--- config.mk ---
export PLATFORM = sky130hd
export DESIGN_NAME = key_base32_checksum_encoder
export DESIGN_NICKNAME = d
export VERILOG_FILES = /design/src/rtl/kbce_pkg.sv /design/src/rtl/kbce_pack.sv /design/src/rtl/kbce_emit.sv /design/src/rtl/key_base32_checksum_encoder.sv
export SDC_FILE = /design/constraint.sdc
export NUM_CORES = 1
export LEC_CHECK = 0
export BUFFER_PORTS_ARGS = -buffer_cell sky130_fd_sc_hd__buf_2
export CORE_MARGIN = 1
export CORE_UTILIZATION = 60
export CTS_BUF_LIST = sky130_fd_sc_hd__clkbuf_8
export DETAILED_ROUTE_END_ITERATION = 16
export PLACE_DENSITY = 0.78
export RECOVER_POWER = 100
export SLEW_MARGIN = 20
export SYNTH_ARGS = -nofsm -noshare
export SYNTH_HDL_FRONTEND = slang
export SYNTH_SLANG_ARGS = --single-unit
--- constraint.sdc ---
create_clock -name clock -period 5.2 [get_ports clock]
set_input_delay 1.04 -clock clock [delete_from_list [all_inputs] [get_ports clock]]
set_output_delay 1.04 -clock clock [all_outputs]
set_load 0.01 [all_outputs]
--- src/rtl/kbce_pkg.sv ---
package kbce_pkg;

   localparam int KEY_BYTES   = 32;
   localparam int CHUNK_W     = 28;
   localparam int GROUP_W     = 5;
   localparam logic [15:0] CRC_POLY = 16'h1021;
   localparam logic [15:0] CRC_INIT = 16'h0000;
   localparam logic [7:0]  VERSION_RESET = 8'(6 << 3);

   // One input byte's worth of characters, left-aligned, waiting to be sent.
   typedef struct packed {
      logic [CHUNK_W-1:0] bits;
      logic [2:0]         count;
      logic               last;
   } kbce_word_type;

   function automatic logic [15:0] crc_byte(input logic [15:0] crc, input logic [7:0] b);
      logic [15:0] c;
      c = crc ^ {b, 8'h00};
      for (int i = 0; i < 8; i++) begin
         if (c[15]) begin
            c = {c[14:0], 1'b0} ^ CRC_POLY;
         end else begin
            c = {c[14:0], 1'b0};
         end
      end
      return c;
   endfunction

   function automatic logic [6:0] b32_char(input logic [4:0] v);
      if (v < 5'd26) begin
         return 7'd65 + {2'b00, v};
      end else begin
         return 7'd24 + {2'b00, v};
      end
   endfunction

   // Number of whole 5-bit groups in a stream of up to 28 bits.
   function automatic logic [2:0] group_count(input logic [4:0] bits);
      if (bits >= 5'd25) begin
         return 3'd5;
      end else if (bits >= 5'd20) begin
         return 3'd4;
      end else if (bits >= 5'd15) begin
         return 3'd3;
      end else if (bits >= 5'd10) begin
         return 3'd2;
      end else if (bits >= 5'd5) begin
         return 3'd1;
      end else begin
         return 3'd0;
      end
   endfunction

endpackage

--- src/rtl/kbce_pack.sv ---
module kbce_pack
   import kbce_pkg::*;
(
   input  logic          clock,
   input  logic          reset,
   input  logic          req_tvalid,
   input  logic          req_tready,
   input  logic [7:0]    req_tdata,
   input  logic          csr_wr_en,
   input  logic [7:0]    csr_wr_data,
   output kbce_word_type word
);

   logic [7:0]  version_ff, version_in;
   logic [4:0]  count_ff, count_in;
   logic [15:0] crc_ff, crc_in;
   logic [3:0]  lo_ff, lo_in;
   logic [2:0]  bc_ff, bc_in;

   logic        first, last, fire;
   logic [15:0] crc_key;
   logic [23:0] nb_al;
   logic [4:0]  nbits, total, shift;
   logic [2:0]  nchars;
   logic [CHUNK_W-1:0] combined, shifted;

   always_comb begin
      fire  = req_tvalid && req_tready;
      first = (count_ff == 5'd0);
      last  = (count_ff == 5'(KEY_BYTES - 1));

      if (first) begin
         crc_key = crc_byte(crc_byte(CRC_INIT, version_ff), req_tdata);
      end else begin
         crc_key = crc_byte(crc_ff, req_tdata);
      end

      if (first) begin
         nb_al = {version_ff, req_tdata, 8'h00};
         nbits = 5'd16;
      end else if (last) begin
         // Checksum goes out low byte first right behind the final key byte.
         nb_al = {req_tdata, crc_key[7:0], crc_key[15:8]};
         nbits = 5'd24;
      end else begin
         nb_al = {req_tdata, 16'h0000};
         nbits = 5'd8;
      end

      // Leftover bits are kept left-aligned, so the new bits slide in below them.
      combined = {lo_ff, 24'h000000} | ({nb_al, 4'h0} >> bc_ff);
      total    = 5'({2'b00, bc_ff}) + nbits;
      nchars   = group_count(total);
      shift    = 5'({2'b00, nchars} << 2) + 5'({2'b00, nchars});
      shifted  = combined << shift;

      word.bits  = combined;
      word.count = nchars;
      word.last  = last;

      version_in = csr_wr_en ? csr_wr_data : version_ff;
      count_in   = count_ff;
      crc_in     = crc_ff;
      lo_in      = lo_ff;
      bc_in      = bc_ff;
      if (fire) begin
         if (last) begin
            count_in = 5'd0;
            crc_in   = CRC_INIT;
            lo_in    = 4'h0;
            bc_in    = 3'd0;
         end else begin
            count_in = count_ff + 5'd1;
            crc_in   = crc_key;
            lo_in    = shifted[CHUNK_W-1 -: 4];
            bc_in    = 3'(total - shift);
         end
      end
   end

   always_ff @(posedge clock) begin
      if (reset) begin
         version_ff <= VERSION_RESET;
         count_ff   <= 5'd0;
         crc_ff     <= CRC_INIT;
         lo_ff      <= 4'h0;
         bc_ff      <= 3'd0;
      end else begin
         version_ff <= version_in;
         count_ff   <= count_in;
         crc_ff     <= crc_in;
         lo_ff      <= lo_in;
         bc_ff      <= bc_in;
      end
   end

endmodule

--- src/rtl/kbce_emit.sv ---
module kbce_emit
   import kbce_pkg::*;
(
   input  logic          clock,
   input  logic          reset,
   input  logic          word_valid,
   input  kbce_word_type word,
   output logic          word_ready,
   output logic          rsp_tvalid,
   input  logic          rsp_tready,
   output logic [6:0]    rsp_char,
   output logic          rsp_tlast
);

   logic [CHUNK_W-1:0] bits_ff, bits_in;
   logic [2:0]         cnt_ff, cnt_in;
   logic               last_ff, last_in;
   logic               valid_ff, valid_in;
   logic [6:0]         char_ff, char_in;
   logic               tlast_ff, tlast_in;
   logic               take, load;

   always_comb begin
      take       = (cnt_ff != 3'd0) && (!valid_ff || rsp_tready);
      word_ready = (cnt_ff == 3'd0) || ((cnt_ff == 3'd1) && take);
      load       = word_valid && word_ready;

      bits_in = bits_ff;
      cnt_in  = cnt_ff;
      last_in = last_ff;
      if (load) begin
         bits_in = word.bits;
         cnt_in  = word.count;
         last_in = word.last;
      end else if (take) begin
         bits_in = bits_ff << GROUP_W;
         cnt_in  = cnt_ff - 3'd1;
      end

      valid_in = valid_ff;
      char_in  = char_ff;
      tlast_in = tlast_ff;
      if (take) begin
         valid_in = 1'b1;
         char_in  = b32_char(bits_ff[CHUNK_W-1 -: GROUP_W]);
         tlast_in = last_ff && (cnt_ff == 3'd1);
      end else if (rsp_tready) begin
         valid_in = 1'b0;
         tlast_in = 1'b0;
      end
   end

   always_ff @(posedge clock) begin
      if (reset) begin
         cnt_ff   <= 3'd0;
         last_ff  <= 1'b0;
         valid_ff <= 1'b0;
         tlast_ff <= 1'b0;
      end else begin
         cnt_ff   <= cnt_in;
         last_ff  <= last_in;
         valid_ff <= valid_in;
         tlast_ff <= tlast_in;
      end
      bits_ff <= bits_in;
      char_ff <= char_in;
   end

   assign rsp_tvalid = valid_ff;
   assign rsp_char   = char_ff;
   assign rsp_tlast  = tlast_ff;

`ifndef ASSERT_OFF
   a_cnt_range: assert property (@(posedge clock) disable iff (reset)
      cnt_ff <= 3'd5) else $error("character count out of range");
   a_load_count: assert property (@(posedge clock) disable iff (reset)
      load |-> (word.count != 3'd0) && (word.count <= 3'd5))
      else $error("loaded word carries no valid character count");
   a_tlast_valid: assert property (@(posedge clock) disable iff (reset)
      rsp_tlast |-> rsp_tvalid) else $error("tlast without a valid word");
   a_take_fills: assert property (@(posedge clock) disable iff (reset)
      take |=> rsp_tvalid) else $error("character taken but not presented");
`endif

endmodule

--- src/rtl/key_base32_checksum_encoder.sv ---
// An accepted key byte is loaded into the emitter's shift register; its characters then leave
// one at a time through the registered output. One character per cycle on the result side while
// rsp_tready is high and key bytes keep coming; a key byte makes 1 or 2 characters for most,
// 3 for the first, 5 for the last. The emitter takes the next byte as its last character is registered.
// Reset is synchronous and active high; it clears the address state and sets the version to 48.
module key_base32_checksum_encoder
   import kbce_pkg::*;
(
   input  logic       clock,
   input  logic       reset,
   input  logic       req_tvalid,
   output logic       req_tready,
   input  logic [7:0] req_tdata,   // [7:0] key_byte
   output logic       rsp_tvalid,
   input  logic       rsp_tready,
   output logic [7:0] rsp_tdata,   // [6:0] text_char, [7] zero
   output logic       rsp_tlast,   // last_char
   input  logic       csr_wr_en,
   input  logic [7:0] csr_wr_data  // version_byte
);

   kbce_word_type word;
   logic          word_ready;
   logic [6:0]    rsp_char;

   assign req_tready = word_ready;

   kbce_pack u_pack (
      .clock       (clock),
      .reset       (reset),
      .req_tvalid  (req_tvalid),
      .req_tready  (word_ready),
      .req_tdata   (req_tdata),
      .csr_wr_en   (csr_wr_en),
      .csr_wr_data (csr_wr_data),
      .word        (word)
   );

   kbce_emit u_emit (
      .clock      (clock),
      .reset      (reset),
      .word_valid (req_tvalid),
      .word       (word),
      .word_ready (word_ready),
      .rsp_tvalid (rsp_tvalid),
      .rsp_tready (rsp_tready),
      .rsp_char   (rsp_char),
      .rsp_tlast  (rsp_tlast)
   );

   assign rsp_tdata = {1'b0, rsp_char};

endmodule

==> results of run 1 <==
[through the flow]
step / std cells / total power [mW] / worst slack [ns]
final: 857 / 4.68 / 0.679
after detailed placement: 840 / 4.11 / 1.22
after floorplan: 727 / 3.40 / 0.989
after CTS: 856 / 4.63 / 1.18
after global routing: 857 / 4.99 / 0.397
after global placement: 840 / 4.07 / 1.31
[tightest hold or removal path, stage by stage, from the launching register on]
cell	delay (ns)
dfxtp_1	0.33
nand2_1	0.06
a21oi_1	0.05
[power groups by stage]
| stage | logic, mW | clock network, mW | registers [mW] |
|---|---|---|---|
| after floorplan | 2.33 | 0 | 1.07 |
| after global placement | 2.94 | 0 | 1.13 |
| after detailed placement | 2.97 | 0 | 1.14 |
| after CTS | 2.99 | 0.515 | 1.13 |
| after global routing | 3.29 | 0.536 | 1.16 |
| final | 3.04 | 0.509 | 1.13 |
[cell families (layout without fill, tap and decap cells)]
family	Yosys count	count (layout)	synth area share
AND/OR/NAND/NOR	240	240	0.167
flip-flops	77	77	0.300
adder cells (fa/ha/maj)	12	12	0.0250
buffers and inverters	83	77	0.0551
other	1	1	0.000594
XOR/XNOR	70	70	0.126
multiplexers	61	61	0.136
AO/OA/AOI/OAI	183	183	0.190
[routing by layer]
layer  track usage  vias up  share of wire
met1         0.430     2654           0.41
met3        0.0480       61          0.077
met4         0.174        0          0.047
met5             0        -              0
li1              -     2601              -
met2         0.537      304           0.47
[area by class of cell]
class                   instances  area, um^2  area share
flip-flops and latches         77        1890       0.285
clock inverters                 7        90.1      0.0136
clock buffers                   9         124      0.0187
well taps                     136         170      0.0256
repair buffers                 41         213      0.0320
multi-input cells             567        4080       0.614
inverters                      20        75.1      0.0113
[Yosys cell counts (7+ instances only)]
master | instances | area, um^2
a211oi_1 | 12 | 90.1
a32oi_1 | 10 | 87.6
a22oi_1 | 16 | 120
a21oi_1 | 36 | 180
nor2_1 | 71 | 267
nor3_1 | 11 | 55.1
nand3_1 | 8 | 40.0
mux4_2 | 12 | 270
nand2b_1 | 7 | 43.8
xnor3_1 | 10 | 225
dfxtp_1 | 42 | 841
inv_1 | 18 | 67.6
nand2_1 | 110 | 413
and2_1 | 7 | 43.8
clkbuf_1 | 54 | 203
mux2_2 | 15 | 169
ha_1 | 11 | 138
a31oi_1 | 7 | 43.8
edfxtp_1 | 35 | 1050
mux2i_1 | 29 | 290
xor2_1 | 11 | 96.3
o21ai_0 | 51 | 255
xnor2_1 | 45 | 394
[sequential cells by signal, summed over array words and instances (netlist names)]
signal	flops
u_emit.bits_ff	28
u_emit.cnt_ff	3
u_emit.last_ff	1
u_emit.rsp_char	7
u_emit.rsp_tlast	1
u_emit.rsp_tvalid	1
u_pack.bc_ff	3
u_pack.count_ff	5
u_pack.crc_ff	16
u_pack.lo_ff	4
u_pack.version_ff	8
[path summary, 6_finish.rpt]
path	slack, ns	cells after the start	start	end
min	0.48	2	u_emit.last_ff$_SDFFE_PP0P_	u_emit.last_ff$_SDFFE_PP0P_
max	0.68	12	u_pack.count_ff[0]$_SDFFE_PP0P_	u_pack.lo_ff[3]$_SDFFE_PP0P_
min reg2reg	0.48	2	u_emit.last_ff$_SDFFE_PP0P_	u_emit.last_ff$_SDFFE_PP0P_
max reg2reg	0.68	12	u_pack.count_ff[0]$_SDFFE_PP0P_	u_pack.lo_ff[3]$_SDFFE_PP0P_
==> results.json, run 1 <==
{
  "clkTransAtPathRegs_ns": 0.08,
  "vias": 5620,
  "critPathSlowestCell": "clkbuf_1",
  "post-cts-setup-buffer-count": 0,
  "ioPinCount": 32,
  "worstSetupEndpointType": "flip-flop",
  "postCtsHoldBufs": 0,
  "min_path_type": "reg -> reg",
  "maxCapViolCount": 3,
  "ctsResizeCount": 0,
  "first_pass_iters": 5,
  "leakage_nw": 2.60,
  "synth_area_um2": 6310,
  "fin_area_um2": 6640,
  "die_width_um": 105,
  "die_h_um": 105,
  "status": "finished, violations left",
  "syn_inst": 727,
  "violations": "capacitance limit, slew limit",
  "slew_headroom": -0.885,
  "cts_tree": "built",
  "layout_commonest_cell": "nand2_1",
  "port_buffers": 30,
  "yosysWarnings": 0,
  "tightest_slew_ns": 2.83,
  "cp_cell_sequence": "ha_1, and3_1, ha_1, a41oi_1, a32oi_1, o22ai_2, clkbuf_1, mux4_2, a311oi_1, o31ai_1, a311oi_1, a211oi_1",
  "grt_use_total": 0.331,
  "rsz0062_at_grt": "no",
  "place_area_um2": 6450,
  "initial_core_util": 0.614,
  "synthFlopType": "dfxtp_1",
  "fp-row-count": 37,
  "ys_types": 74,
  "nNetsFinal": 749,
  "cts.sinks": 77,
  "gp_congestion": 1.01,
  "sw_frac_of_total": 0.479,
  "share_seq_of_total_power": 0.242,
  "clk_latency_ns": 0.37,
  "finalSetupViolCount": 0,
  "start_kind": "flip-flop",
  "totalWireLength_um": 17300,
  "fin_crit_ns": 4.52,
  "switchingPower_mw": 2.24,
  "core_um2": 10300,
  "path_max_fanout": 34,
  "cts_buffer_depth": 2,
  "finalHoldViolCount": 0,
  "pwr-share-comb": 0.650,
  "drt_iter0_drc": 595,
  "synth-seq-cells": 77,
  "synth_nets": 760,
  "tns_ns": 0,
  "power_density_nw_per_um2": 705,
  "slew_viol_final": 152,
  "synth_edf_count": 35,
  "hpwl_um": 12600,
  "antenna_found_initial": 0,
  "ys_async_sr_fraction": 0,
  "fin_crit_sh": 0.869,
  "arrival_ns": 4.76,
  "finalClockSkew_ns": 0.0163,
  "final_util": 0.646,
  "peakVddDrop_mv": 0.312,
  "drive_gt1_frac": 0.108,
  "cts_buffers": 9,
  "first_global_vias": 5311,
  "antenna_cells": 0,
  "grt_overflow": 0,
  "worst-path-buf-inv": 1,
  "clockRootBuffer": "clkbuf_8",
  "wl_per_cell_um": 20.2,
  "dieArea_um2": 10900,
  "ant_nets": 0,
  "ys_seq_area_frac": 0.300,
  "cp_top_family": "compound AO/OA/AOI/OAI gates",
  "grt_max_degree": 71,
  "grt_first_pass_wirelength_um": 28000,
  "drc": 0,
  "slowest_delay_ns": 1.14,
  "avgViaCountPerCell": 6.56,
  "critical_path_required_ns": 5.44,
  "max_freq_mhz": 221,
  "syn_area_per_cell_um2": 8.68,
  "nFillCells": 917,
  "mostFrequentLayoutCells": "nand2_1 (109), nor2_1 (71), o21ai_0 (52)",
  "p_int_mw": 2.44,
  "p_clk_frac": 0.109,
  "htree_levels": 3,
  "whs_ns": 0.478,
  "crit_type": "reg -> reg",
  "area_growth_pct": 5.19
}
Power figures use the tool's default switching activity.
==> run 2, diff against run 1 <==
- CORE_UTILIZATION: 60 -> 58
- PLACE_DENSITY: 0.78 -> 0.79
- clock period: 5.2 -> 4.1 ns (I/O delays scaled with it)
==> results.json, run 2 (synthesized netlist as in run 1, its figures left out) <==
{
  "r2r_start": "u_pack.count_ff[0]$_SDFFE_PP0P_",
  "r2r-end": "u_pack.lo_ff[2]$_SDFFE_PP0P_",
  "cts.sinks": 77,
  "clk_latency_ns": 0.37,
  "die_h_um": 106,
  "slowest_delay_ns": 0.42,
  "core_um2": 10400,
  "worstSetupEndpoint": "u_pack.lo_ff[2]$_SDFFE_PP0P_",
  "crit_type": "reg -> reg",
  "drt_iter0_drc": 609,
  "slew_headroom": -0.445,
  "whs_ns": 0.484,
  "finalHoldViolCount": 0,
  "maxCapViolCount": 2,
  "first_global_vias": 5222,
  "violations": "capacitance limit, slew limit",
  "cts_buffer_depth": 2,
  "clkTransAtPathRegs_ns": 0.08,
  "die_width_um": 106,
  "arrival_ns": 4.11,
  "dieArea_um2": 11300,
  "antenna_cells": 0,
  "start_kind": "flip-flop",
  "path_max_fanout": 15,
  "fp-row-count": 37,
  "grt_overflow": 0,
  "cp_cell_sequence": "ha_1, and3_1, ha_1, buf_4, inv_1, or3_1, mux2_1, and3_1, o221a_2, a311o_1, a221oi_1, o22ai_1, a2bb2oi_1",
  "fin_area_um2": 6720,
  "ctsResizeCount": 0,
  "vias": 5656,
  "antenna_found_initial": 0,
  "nNetsFinal": 761,
  "tns_ns": 0,
  "fin_crit_ns": 3.82,
  "hpwl_um": 12900,
  "port_buffers": 30,
  "ff2ff_path_depth": 13,
  "initial_core_util": 0.606,
  "gp_congestion": 1.02,
  "grt_use_total": 0.335,
  "grt_first_pass_wirelength_um": 28900,
  "nFillCells": 914,
  "grt_max_degree": 53,
  "totalWireLength_um": 18200,
  "r2r_slack_ns": 0.28,
  "fin_crit_sh": 0.931,
  "cts_tree": "built",
  "post-cts-setup-buffer-count": 0,
  "area_growth_pct": 6.48,
  "htree_levels": 3,
  "worstSetupEndpointType": "flip-flop",
  "cts_buffers": 9,
  "largest_register_ffs": 28,
  "reg.largest.list": "u_emit.bits_ff x28, u_pack.crc_ff x16, u_pack.version_ff x8",
  "wl_per_cell_um": 20.9,
  "rsz0062_at_grt": "no",
  "ioPinCount": 32,
  "regArea_um2": 1890,
  "clockRootBuffer": "clkbuf_8",
  "cp_top_family": "compound AO/OA/AOI/OAI gates",
  "drive_gt1_frac": 0.119,
  "mostFrequentLayoutCells": "nand2_1 (110), nor2_1 (71), o21ai_0 (52)",
  "drc": 0,
  "ant_nets": 0,
  "min_path_type": "reg -> reg",
  "max_freq_mhz": 262,
  "first_pass_iters": 6,
  "finalClockSkew_ns": 0.0104,
  "regMostFlops": "u_emit.bits_ff",
  "leakage_nw": 2.66,
  "postCtsHoldBufs": 0,
  "place_area_um2": 6550,
  "status": "finished, violations left",
  "crit_start": "u_pack.count_ff[0]$_SDFFE_PP0P_",
  "critPathSlowestCell": "a311o_1",
  "power_density_nw_per_um2": 894,
  "cp.depth": 13,
  "critical_path_required_ns": 4.39,
  "avgViaCountPerCell": 6.51,
  "layout_commonest_cell": "nand2_1",
  "worst-path-buf-inv": 2,
  "finalSetupViolCount": 0,
  "tightest_slew_ns": 2.17,
  "multi_input_area_um2": 4090,
  "slew_viol_final": 45,
  "peakVddDrop_mv": 0.531
}
==> run 2: cell types whose count changed in the layout (fill, tap and decap cells not counted), moves of 2 or more <==
cell,previous run,this run
inv_1,19,21
xnor2_1,47,45
xnor2_2,0,2
clkbuf_1,15,17
buf_2,17,19
buf_4,8,16
==> run 2: worst min path at each step <==
stage,start,to,cells after the start
finish,u_emit.last_ff$_SDFFE_PP0P_,u_emit.last_ff$_SDFFE_PP0P_,2
global route,u_emit.last_ff$_SDFFE_PP0P_,u_emit.last_ff$_SDFFE_PP0P_,2
CTS,u_emit.last_ff$_SDFFE_PP0P_,u_emit.last_ff$_SDFFE_PP0P_,2
detailed placement,u_emit.last_ff$_SDFFE_PP0P_,u_emit.last_ff$_SDFFE_PP0P_,2
global placement,u_emit.last_ff$_SDFFE_PP0P_,u_emit.last_ff$_SDFFE_PP0P_,2
floorplan,u_emit.last_ff$_SDFFE_PP0P_,u_emit.last_ff$_SDFFE_PP0P_,2
==> run 2: area by class of cell <==
type / instances / area share
multi-input cells: 567 / 0.609
flip-flops and latches: 77 / 0.281
repair buffers: 53 / 0.0422
well taps: 136 / 0.0253
clock buffers: 9 / 0.0184
clock inverters: 7 / 0.0127
inverters: 20 / 0.0112
==> run 2: report_power, final <==
group / internal, mW / switching [mW]
Combinational: 1.57 / 2.41
Sequential: 1.21 / 0.189
Clock: 0.337 / 0.296
Total: 3.12 / 2.90
==> run 2: metrics by stage <==
stage          power, mW  std cells  worst slack (ns)  utilization
2_1_floorplan       4.32        727            0.0921            -
3_3_place_gp        5.26        853             0.353        0.629
3_5_place_dp        5.30        853             0.359        0.629
4_1_cts             5.95        869             0.324        0.649
5_1_grt             6.40        869            0.0688        0.645
6_report            6.01        869             0.283        0.645
==> run 2: worst min-delay path, delay by kind of cell (launching register included) <==
kind,cells,cell delay [ns]
flops,1,0.32
compound gates,1,0.06
simple gates,1,0.05
==> run 2: routing by layer <==
metal	global-route usage	vias up	part of all wire	routed length (um)
li1	-	2626	-	-
met1	0.469	2646	0.43	7900
met2	0.523	343	0.45	8190
met3	0.0466	41	0.089	1620
met4	0.130	0	0.027	496
met5	0	-	0	0
